--- src/rtl/crl_pkg.sv ---
// ----------------------------------------------------------------------------
// crl_pkg
// Shared constants and types for the comment region lexer: character codes,
// region class codes, queue sizing and the result bundle passed from the
// lexer front end to the output sequencer.
// ----------------------------------------------------------------------------
package crl_pkg;

   // Queue sizing and bundle size
   localparam int CRL_QUEUE_DEPTH = 2;
   localparam int CRL_MAX_RESULTS = 4;
   localparam int CRL_IDX_W       = $clog2(CRL_MAX_RESULTS);

   // Character codes
   localparam logic [7:0] CH_SLASH  = 8'h2F;
   localparam logic [7:0] CH_STAR   = 8'h2A;
   localparam logic [7:0] CH_DQUOTE = 8'h22;
   localparam logic [7:0] CH_SQUOTE = 8'h27;
   localparam logic [7:0] CH_BSLASH = 8'h5C;
   localparam logic [7:0] CH_NL     = 8'h0A;

   // Region class codes
   localparam logic [2:0] CLS_CODE  = 3'd0;
   localparam logic [2:0] CLS_STR   = 3'd1;
   localparam logic [2:0] CLS_CHR   = 3'd2;
   localparam logic [2:0] CLS_LINE  = 3'd3;
   localparam logic [2:0] CLS_BLOCK = 3'd4;
   localparam logic [2:0] CLS_DOC   = 3'd5;

   // All labelled bytes caused by one request, in output order
   typedef struct packed {
      logic [CRL_MAX_RESULTS-1:0][7:0] text_bytes;
      logic [CRL_MAX_RESULTS-1:0][2:0] region_classes;
      logic [CRL_IDX_W-1:0]            last_idx;
      logic                            fin;
   } crl_bundle_type;

endpackage

--- src/rtl/crl_front.sv ---
// ----------------------------------------------------------------------------
// crl_front
// Lexer front end. Accepts one request per cycle while the queue has room,
// advances the lexer mode and builds the bundle of labelled bytes the
// request causes. Opener bytes that are still unresolved produce no bundle.
// ----------------------------------------------------------------------------
module crl_front (
   input  logic                    clock,
   input  logic                    reset,
   input  logic                    req_valid,
   output logic                    req_stall,
   input  logic [7:0]              req_text_byte,
   input  logic                    req_final_byte,
   input  logic                    queue_full,
   output logic                    push_valid,
   output crl_pkg::crl_bundle_type push_data
);
   import crl_pkg::*;

   typedef enum logic [3:0] {
      M_CODE, M_STR, M_STR_ESC, M_CHR, M_CHR_ESC, M_LINE,
      M_BLOCK, M_DOC, M_SL, M_SL_ST, M_SL_ST_ST
   } mode_type;

   mode_type mode_ff, mode_in;
   logic     star_ff, star_in;

   logic                            accept;
   logic [CRL_MAX_RESULTS-1:0][7:0] byte_v;
   logic [CRL_MAX_RESULTS-1:0][2:0] cls_v;
   logic [CRL_IDX_W:0]              n_v;
   logic [7:0]                      b;

   assign req_stall = queue_full;
   assign accept    = req_valid & ~queue_full;
   assign b         = req_text_byte;

   // Classify the byte and collect its results in order
   always_comb begin
      mode_in = mode_ff;
      star_in = star_ff;
      byte_v  = '0;
      cls_v   = '0;
      n_v     = '0;

      case (mode_ff)
         M_STR, M_CHR: begin
            if (b == CH_BSLASH) begin
               byte_v[n_v[CRL_IDX_W-1:0]] = b;
               cls_v[n_v[CRL_IDX_W-1:0]]  = (mode_ff == M_STR) ? CLS_STR : CLS_CHR;
               n_v = n_v + 1'b1;
               mode_in = (mode_ff == M_STR) ? M_STR_ESC : M_CHR_ESC;
            end else if ((mode_ff == M_STR && b == CH_DQUOTE) ||
                         (mode_ff == M_CHR && b == CH_SQUOTE)) begin
               byte_v[n_v[CRL_IDX_W-1:0]] = b;
               cls_v[n_v[CRL_IDX_W-1:0]]  = (mode_ff == M_STR) ? CLS_STR : CLS_CHR;
               n_v = n_v + 1'b1;
               mode_in = M_CODE;
            end else if (b == CH_NL) begin
               byte_v[n_v[CRL_IDX_W-1:0]] = b;
               cls_v[n_v[CRL_IDX_W-1:0]]  = CLS_CODE;
               n_v = n_v + 1'b1;
               mode_in = M_CODE;
            end else begin
               byte_v[n_v[CRL_IDX_W-1:0]] = b;
               cls_v[n_v[CRL_IDX_W-1:0]]  = (mode_ff == M_STR) ? CLS_STR : CLS_CHR;
               n_v = n_v + 1'b1;
            end
         end
         M_STR_ESC, M_CHR_ESC: begin
            byte_v[n_v[CRL_IDX_W-1:0]] = b;
            cls_v[n_v[CRL_IDX_W-1:0]]  = (mode_ff == M_STR_ESC) ? CLS_STR : CLS_CHR;
            n_v = n_v + 1'b1;
            mode_in = (mode_ff == M_STR_ESC) ? M_STR : M_CHR;
         end
         M_LINE: begin
            byte_v[n_v[CRL_IDX_W-1:0]] = b;
            cls_v[n_v[CRL_IDX_W-1:0]]  = (b == CH_NL) ? CLS_CODE : CLS_LINE;
            n_v = n_v + 1'b1;
            if (b == CH_NL) begin
               mode_in = M_CODE;
            end
         end
         M_BLOCK, M_DOC: begin
            byte_v[n_v[CRL_IDX_W-1:0]] = b;
            cls_v[n_v[CRL_IDX_W-1:0]]  = (mode_ff == M_BLOCK) ? CLS_BLOCK : CLS_DOC;
            n_v = n_v + 1'b1;
            if (star_ff && b == CH_SLASH) begin
               mode_in = M_CODE;
               star_in = 1'b0;
            end else begin
               star_in = (b == CH_STAR);
            end
         end
         M_SL: begin
            if (b == CH_SLASH) begin
               byte_v[0] = CH_SLASH;
               cls_v[0]  = CLS_LINE;
               byte_v[1] = b;
               cls_v[1]  = CLS_LINE;
               n_v = 3'(2);
               mode_in = M_LINE;
            end else if (b == CH_STAR) begin
               mode_in = M_SL_ST;
            end else begin
               // Lone slash is code, then lex the byte from code mode
               byte_v[0] = CH_SLASH;
               cls_v[0]  = CLS_CODE;
               n_v = 3'(1);
               if (b == CH_DQUOTE) begin
                  byte_v[1] = b;
                  cls_v[1]  = CLS_STR;
                  n_v = 3'(2);
                  mode_in = M_STR;
               end else if (b == CH_SQUOTE) begin
                  byte_v[1] = b;
                  cls_v[1]  = CLS_CHR;
                  n_v = 3'(2);
                  mode_in = M_CHR;
               end else begin
                  byte_v[1] = b;
                  cls_v[1]  = CLS_CODE;
                  n_v = 3'(2);
                  mode_in = M_CODE;
               end
            end
         end
         M_SL_ST: begin
            if (b == CH_STAR) begin
               mode_in = M_SL_ST_ST;
            end else begin
               // Opener resolves as block comment; body search starts fresh
               byte_v[0] = CH_SLASH;
               cls_v[0]  = CLS_BLOCK;
               byte_v[1] = CH_STAR;
               cls_v[1]  = CLS_BLOCK;
               byte_v[2] = b;
               cls_v[2]  = CLS_BLOCK;
               n_v = 3'(3);
               mode_in = M_BLOCK;
               star_in = 1'b0;
            end
         end
         M_SL_ST_ST: begin
            byte_v[0] = CH_SLASH;
            byte_v[1] = CH_STAR;
            byte_v[2] = CH_STAR;
            byte_v[3] = b;
            n_v = 3'(4);
            if (b == CH_STAR) begin
               // Third star makes a plain block comment and may close it
               cls_v   = {CLS_BLOCK, CLS_BLOCK, CLS_BLOCK, CLS_BLOCK};
               mode_in = M_BLOCK;
               star_in = 1'b1;
            end else begin
               cls_v   = {CLS_DOC, CLS_DOC, CLS_DOC, CLS_DOC};
               mode_in = M_DOC;
               star_in = (b == CH_STAR);
            end
         end
         default: begin
            if (b == CH_DQUOTE) begin
               byte_v[0] = b;
               cls_v[0]  = CLS_STR;
               n_v = 3'(1);
               mode_in = M_STR;
            end else if (b == CH_SQUOTE) begin
               byte_v[0] = b;
               cls_v[0]  = CLS_CHR;
               n_v = 3'(1);
               mode_in = M_CHR;
            end else if (b == CH_SLASH) begin
               mode_in = M_SL;
            end else begin
               byte_v[0] = b;
               cls_v[0]  = CLS_CODE;
               n_v = 3'(1);
               mode_in = M_CODE;
            end
         end
      endcase

      // Flush held opener bytes at end of text, then return to reset state
      if (req_final_byte) begin
         case (mode_in)
            M_SL: begin
               byte_v[n_v[CRL_IDX_W-1:0]] = CH_SLASH;
               cls_v[n_v[CRL_IDX_W-1:0]]  = CLS_CODE;
               n_v = n_v + 1'b1;
            end
            M_SL_ST: begin
               byte_v[n_v[CRL_IDX_W-1:0]] = CH_SLASH;
               cls_v[n_v[CRL_IDX_W-1:0]]  = CLS_BLOCK;
               n_v = n_v + 1'b1;
               byte_v[n_v[CRL_IDX_W-1:0]] = CH_STAR;
               cls_v[n_v[CRL_IDX_W-1:0]]  = CLS_BLOCK;
               n_v = n_v + 1'b1;
            end
            M_SL_ST_ST: begin
               byte_v[0] = CH_SLASH;
               cls_v[0]  = CLS_DOC;
               byte_v[1] = CH_STAR;
               cls_v[1]  = CLS_DOC;
               byte_v[2] = CH_STAR;
               cls_v[2]  = CLS_DOC;
               n_v = 3'(3);
            end
            default: begin
            end
         endcase
         mode_in = M_CODE;
         star_in = 1'b0;
      end
   end

   // Hand the bundle to the queue when the request produced any result
   always_comb begin
      push_valid              = accept && (n_v != '0);
      push_data.text_bytes     = byte_v;
      push_data.region_classes = cls_v;
      push_data.last_idx       = CRL_IDX_W'(n_v - 1'b1);
      push_data.fin            = req_final_byte;
   end

   // Advance lexer state on each accepted request
   always_ff @(posedge clock) begin
      if (reset) begin
         mode_ff <= M_CODE;
         star_ff <= 1'b0;
      end else if (accept) begin
         mode_ff <= mode_in;
         star_ff <= star_in;
      end
   end

endmodule

--- src/rtl/crl_queue.sv ---
// ----------------------------------------------------------------------------
// crl_queue
// Small FIFO of result bundles between the lexer front end and the output
// sequencer, so that each side can stall without holding up the other.
// ----------------------------------------------------------------------------
module crl_queue #(
   parameter int DEPTH = crl_pkg::CRL_QUEUE_DEPTH
) (
   input  logic                    clock,
   input  logic                    reset,
   input  logic                    push_valid,
   input  crl_pkg::crl_bundle_type push_data,
   output logic                    full,
   input  logic                    pop,
   output crl_pkg::crl_bundle_type pop_data,
   output logic                    empty
);
   import crl_pkg::*;

   localparam int PTR_W = (DEPTH > 1) ? $clog2(DEPTH) : 1;
   localparam int CNT_W = $clog2(DEPTH + 1);

   crl_bundle_type   mem_ff [DEPTH];
   logic [PTR_W-1:0] wr_ptr_ff, wr_ptr_in;
   logic [PTR_W-1:0] rd_ptr_ff, rd_ptr_in;
   logic [CNT_W-1:0] count_ff, count_in;
   logic             do_push;
   logic             do_pop;

   assign full     = (count_ff == CNT_W'(DEPTH));
   assign empty    = (count_ff == '0);
   assign do_push  = push_valid & ~full;
   assign do_pop   = pop & ~empty;
   assign pop_data = mem_ff[rd_ptr_ff];

   // Advance pointers with wrap and track occupancy
   always_comb begin
      wr_ptr_in = wr_ptr_ff;
      rd_ptr_in = rd_ptr_ff;
      count_in  = count_ff;
      if (do_push) begin
         wr_ptr_in = (wr_ptr_ff == PTR_W'(DEPTH - 1)) ? '0 : wr_ptr_ff + 1'b1;
      end
      if (do_pop) begin
         rd_ptr_in = (rd_ptr_ff == PTR_W'(DEPTH - 1)) ? '0 : rd_ptr_ff + 1'b1;
      end
      if (do_push && !do_pop) begin
         count_in = count_ff + 1'b1;
      end else if (do_pop && !do_push) begin
         count_in = count_ff - 1'b1;
      end
   end

   always_ff @(posedge clock) begin
      if (reset) begin
         wr_ptr_ff <= '0;
         rd_ptr_ff <= '0;
         count_ff  <= '0;
      end else begin
         wr_ptr_ff <= wr_ptr_in;
         rd_ptr_ff <= rd_ptr_in;
         count_ff  <= count_in;
      end
   end

   // Write the bundle storage
   always_ff @(posedge clock) begin
      if (do_push) begin
         mem_ff[wr_ptr_ff] <= push_data;
      end
   end

endmodule

--- src/rtl/crl_back.sv ---
// ----------------------------------------------------------------------------
// crl_back
// Output sequencer. Loads one bundle from the queue and emits its labelled
// bytes one per cycle while rsp_stall is low, marking the last one of each
// request and the end of text.
// ----------------------------------------------------------------------------
module crl_back (
   input  logic                    clock,
   input  logic                    reset,
   input  logic                    queue_empty,
   input  crl_pkg::crl_bundle_type queue_data,
   output logic                    queue_pop,
   output logic                    rsp_valid,
   input  logic                    rsp_stall,
   output logic [7:0]              rsp_labelled_byte,
   output logic [2:0]              rsp_region_class,
   output logic                    rsp_run_end,
   output logic                    rsp_text_end
);
   import crl_pkg::*;

   crl_bundle_type       cur_ff, cur_in;
   logic                 busy_ff, busy_in;
   logic [CRL_IDX_W-1:0] idx_ff, idx_in;
   logic                 last;
   logic                 take;

   assign last = (idx_ff == cur_ff.last_idx);
   assign take = busy_ff & ~rsp_stall;

   // Step through the bundle; load the next one when this one is done
   always_comb begin
      cur_in    = cur_ff;
      busy_in   = busy_ff;
      idx_in    = idx_ff;
      queue_pop = 1'b0;
      if (!busy_ff || (take && last)) begin
         busy_in   = ~queue_empty;
         queue_pop = ~queue_empty;
         cur_in    = queue_data;
         idx_in    = '0;
      end else if (take) begin
         idx_in = idx_ff + 1'b1;
      end
   end

   always_ff @(posedge clock) begin
      if (reset) begin
         busy_ff <= 1'b0;
         idx_ff  <= '0;
      end else begin
         busy_ff <= busy_in;
         idx_ff  <= idx_in;
      end
   end

   // Hold the bundle payload
   always_ff @(posedge clock) begin
      cur_ff <= cur_in;
   end

   assign rsp_valid         = busy_ff;
   assign rsp_labelled_byte = cur_ff.text_bytes[idx_ff];
   assign rsp_region_class  = cur_ff.region_classes[idx_ff];
   assign rsp_run_end       = last;
   assign rsp_text_end      = last & cur_ff.fin;

endmodule

--- src/rtl/comment_region_lexer_unit.sv ---
// ----------------------------------------------------------------------------
// comment_region_lexer_unit
// Labels each byte of a source text as code, string, char literal, line
// comment, block comment or doc comment.
// ----------------------------------------------------------------------------
// A request carries one text byte and may be accepted every cycle while the
// bundle queue has room. Each request yields zero to four results: zero while
// a slash, slash-star or slash-star-star opener is unresolved, and the held
// opener bytes come out together with the byte that resolves them or, on the
// final byte, after it. Results leave the output sequencer one per cycle while
// rsp_stall is low, and ordinary text runs at one byte per cycle while neither
// side stalls. A request's results pass from the lexer into the queue, then
// from the queue into the output register.
// rsp_run_end marks the last result of a request and rsp_text_end the last
// result of the text, after which the lexer is back in code mode.
// ----------------------------------------------------------------------------
module comment_region_lexer_unit #(
   parameter int QUEUE_DEPTH = crl_pkg::CRL_QUEUE_DEPTH
) (
   input  logic       clock,
   input  logic       reset,
   input  logic       req_valid,
   output logic       req_stall,
   input  logic [7:0] req_text_byte,
   input  logic       req_final_byte,
   output logic       rsp_valid,
   input  logic       rsp_stall,
   output logic [7:0] rsp_labelled_byte,
   output logic [2:0] rsp_region_class,
   output logic       rsp_run_end,
   output logic       rsp_text_end
);
   import crl_pkg::*;

   logic           queue_full;
   logic           queue_empty;
   logic           queue_pop;
   logic           push_valid;
   crl_bundle_type push_data;
   crl_bundle_type pop_data;

   crl_front u_front (
      .clock          (clock),
      .reset          (reset),
      .req_valid      (req_valid),
      .req_stall      (req_stall),
      .req_text_byte  (req_text_byte),
      .req_final_byte (req_final_byte),
      .queue_full     (queue_full),
      .push_valid     (push_valid),
      .push_data      (push_data)
   );

   crl_queue #(
      .DEPTH (QUEUE_DEPTH)
   ) u_queue (
      .clock      (clock),
      .reset      (reset),
      .push_valid (push_valid),
      .push_data  (push_data),
      .full       (queue_full),
      .pop        (queue_pop),
      .pop_data   (pop_data),
      .empty      (queue_empty)
   );

   crl_back u_back (
      .clock             (clock),
      .reset             (reset),
      .queue_empty       (queue_empty),
      .queue_data        (pop_data),
      .queue_pop         (queue_pop),
      .rsp_valid         (rsp_valid),
      .rsp_stall         (rsp_stall),
      .rsp_labelled_byte (rsp_labelled_byte),
      .rsp_region_class  (rsp_region_class),
      .rsp_run_end       (rsp_run_end),
      .rsp_text_end      (rsp_text_end)
   );

endmodule

--- config.mk ---
export PLATFORM = sky130hd
export DESIGN_NAME = comment_region_lexer_unit
export DESIGN_NICKNAME = d
export VERILOG_FILES = /design/src/rtl/crl_pkg.sv /design/src/rtl/crl_front.sv /design/src/rtl/crl_queue.sv /design/src/rtl/crl_back.sv /design/src/rtl/comment_region_lexer_unit.sv
export SDC_FILE = /design/constraint.sdc
export NUM_CORES = 1
export LEC_CHECK = 0
export ABC_CLOCK_PERIOD_IN_PS = 8650
export BUFFER_PORTS_ARGS = -buffer_cell sky130_fd_sc_hd__clkbuf_2
export CORE_UTILIZATION = 62
export CTS_CLUSTER_SIZE = 24
export DETAILED_ROUTE_END_ITERATION = 16
export GPL_TIMING_DRIVEN = 0
export PLACE_DENSITY = 0.87
export SYNTH_ARGS = -nofsm -noshare
export SYNTH_HDL_FRONTEND = slang
export SYNTH_SLANG_ARGS = --single-unit
--- constraint.sdc ---
create_clock -name clock -period 8.65 [get_ports clock]
set_input_delay 1.2975 -clock clock [delete_from_list [all_inputs] [get_ports clock]]
set_output_delay 1.2975 -clock clock [all_outputs]
set_load 0.01 [all_outputs]
==> results.toml <==
[power]
power_density_nw_per_um2 = 279
p_leak_nw = 2.89
power_frac_clock_pct = 31.1
combPwrFrac_pct = 21.6
netSwitchingFraction_pct = 27.0
total_power_w = 0.00223
p_int_w = 0.00163
ir_worst_vdd_mv = 0.178
netSwitchingPower_w = 0.000600
sequentialPowerShare_pct = 47.4

[clocking]
cts_setup_buffers = 0
clkSlewWorstSetupHoldPaths_ns = 0.06
post_cts_resized = 0
htreeDepth = 4
numCtsBuffers = 17
clock_tree.buffer_depth = 2
cts-hold-fix-buffers = 0
root_buffer = "clkbuf_8"
cts_tree = "done"
cts.sinks = 147
clk_latency_ns = 0.53

[setup_path]
critPathSlowestCell = "nor3_2"
path_buf_inv = 9
critPathCaptureType = "register"
slowest_delay_ns = 0.52
critPathMaxFanout = 12
cp_top_family = "buffers and inverters"
crit_chain = "clkbuf_2 -> clkbuf_1 -> or2_2 -> clkbuf_1 -> or3_1 -> clkbuf_1 -> nand3_1 -> inv_1 -> ha_1 -> xnor2_1 -> o311ai_0 -> o21ba_2 -> nor4_2 -> a21oi_1 -> nor3_2 -> buf_6 -> buf_4 -> buf_6 -> buf_6"
critical_path_class = "in2reg"
critPathArrivalTime_ns = 6.11
cp-start-kind = "input pin"
crit_required_ns = 8.88

[detailed_routing]
first_pass_iters = 5
ant_nets = 0
met2_length_um = 8480
routed.top_layer = "met4"
drt-vias-per-instance = 6.57
drtIter0Drc = 527
drt-total-wl_um = 17300
wl_met3_um = 1390
m1WireLength_um = 6900
drc = 0
avgRoutedWirePerCell_um = 23.4
num_vias = 4850

[layout]
final_util_pct = 73.2
diodes = 0
area_growth_syn_to_layout_pct = 14.6
drive_gt1_share_pct = 22.7
num-nets-final = 605

[synth]
synth_most_common_cell = "edfxtp_1"
syn_inst = 530
synth_nets = 550
synth_area_leaders = "edfxtp_1 (58%), mux2_2 (7.4%), dfxtp_1 (3.5%)"
postSynthAreaPerCell_sq_um = 13.1
synthDistinctLibCells = 64
yosysWarnings = 0
async_flop_share_pct = 0
ys_seq_area_share_pct = 61.7
synth.ff_latch_count = 147
netlist_top_cells_count = "edfxtp_1 (135), mux2_2 (46), nor2_1 (41), nand2_1 (38), a21oi_1 (28)"
synth_top_area_cell = "edfxtp_1"
synth_top_area_share_pct = 58.3
syn-cell-area_sq_um = 6960
synth_flop_cell = "edfxtp_1"
synth_edf_count = 135

[global_route]
grt_overflow = 0
antenna_found_initial = 0
grt_pass1_vias = 4721
grt_max_degree = 19
grt_util_all_layers_pct = 32.0
grt_first_pass_wirelength_um = 26400

[sta]
final-setup-viol-count = 0
tns_ns = 0
finClkSkew_ns = 0.00853
timing.final.ws_setup_ns = 2.78
slew_viol_final = 0
fmax_ghz = 0.170
worst_pin_slew_ns = 1.06
relSlewSlack_pct = 29.5
period_needed_ns = 5.87
rsz0062_at_grt = "false"
period_share_pct = 67.9
hold_viol_final = 0
holdWs_ns = 0.511

[floorplanning]
dieArea_sq_um = 11700
initial_utilization_pct = 63.9
row_count = 38
chipWidth_um = 108
die_y_um = 108
io_pins = 28
core_sq_um = 10900

[status]
status = "finished, final reports clean"

[placement]
globalplace.congestion = 0.988
port_buffers = 26
dp_slack_ns = 2.48
dp_hpwl_um = 11600

[run]
max-cap-violations = 0

[worst_hold_path]
min_path_type = "reg2reg"
sequential cells by signal, indices dropped and copies added (netlist names):
| name | flops |
|---|---|
| u_front.mode_ff | 4 |
| u_queue.rd_ptr_ff | 1 |
| u_back.cur_ff | 45 |
| u_back.idx_ff | 2 |
| u_front.star_ff | 1 |
| u_queue.wr_ptr_ff | 1 |
| u_queue.mem_ff | 90 |
| u_queue.count_ff | 2 |
| u_back.rsp_valid | 1 |
worst paths after layout:
kind / from / end / slack (ns) / depth (start not counted)
worst max register to register: u_front.mode_ff[0] / u_queue.mem_ff[0][33] / 3.29 / 17
worst min-delay path: u_queue.count_ff[1] / u_queue.count_ff[1] / 0.51 / 2
worst min register to register: u_queue.count_ff[1] / u_queue.count_ff[1] / 0.51 / 2
worst max-delay path: req_text_byte[2] / u_queue.mem_ff[0][33] / 2.78 / 19
through the flow:
stage / std cells / cell area, sq um
finish: 738 / 7970
global route: 738 / 7970
CTS: 738 / 7970
detailed placement: 706 / 7420
global placement: 696 / 7260
floorplan: 530 / 6960
cell usage in the layout, fill, tap and decap left out, types with 5 or more instances in the layout:
| cell type | instances |
|---|---|
| nor2_1 | 41 |
| clkbuf_1 | 29 |
| clkbuf_16 | 16 |
| ha_1 | 7 |
| edfxtp_1 | 135 |
| a21oi_1 | 28 |
| mux4_2 | 10 |
| buf_2 | 5 |
| inv_1 | 7 |
| dfxtp_1 | 12 |
| nor3_1 | 10 |
| nand3_1 | 13 |
| o21ai_0 | 16 |
| nand2_1 | 38 |
| xor2_1 | 5 |
| a22oi_1 | 11 |
| nand2b_1 | 6 |
| buf_6 | 8 |
| mux2_2 | 46 |
| and2_1 | 17 |
| clkbuf_2 | 27 |
| and3_1 | 5 |
area by class of cell:
type | instances | area (sq um)
repair buffers | 36 | 259
clock inverters | 13 | 134
well taps | 140 | 175
multi-input cells | 341 | 2510
inverters | 7 | 26.3
plain buffers | 35 | 146
flip-flops and latches | 147 | 4290
fillers | 687 | 2920
clock buffers | 19 | 422
logic make-up after synthesis:
kind of cell	share of synthesized area, %
mux	11.1
compound gates	9.31
fa+ha+maj	1.26
xor+xnor	0.755
simple gates	13.4
flops	61.7
buf+inv	2.48
worst reg2reg max path, stage by stage, from the launching register on:
cell	delay (ns)
dfxtp_1	0.32
clkbuf_1	0.34
clkbuf_1	0.41
and3_1	0.22
clkbuf_1	0.44
a21oi_1	0.14
nor2_1	0.29
ha_1	0.38
xnor2_1	0.18
o311ai_0	0.18
o21ba_2	0.23
nor4_2	0.34
a21oi_1	0.21
nor3_2	0.52
buf_6	0.25
buf_4	0.24
buf_6	0.20
buf_6	0.17
power by group through the flow:
stage / logic (W) / registers [W] / clock network [W]
finish: 0.000480 / 0.00105 / 0.000692
floorplan: 0.000304 / 0.00106 / 0
detailed placement: 0.000477 / 0.00107 / 0
global placement: 0.000416 / 0.00107 / 0
CTS: 0.000484 / 0.00106 / 0.000697
global route: 0.000515 / 0.00107 / 0.000728
layer usage:
layer / vias up / global-route usage [%]
li1: 2146 / -
met2: 276 / 50.5
met4: 0 / 14.0
met5: - / 0
met1: 2391 / 43.4
met3: 37 / 6.15
Note: power is estimated with default switching activity, not from simulation.
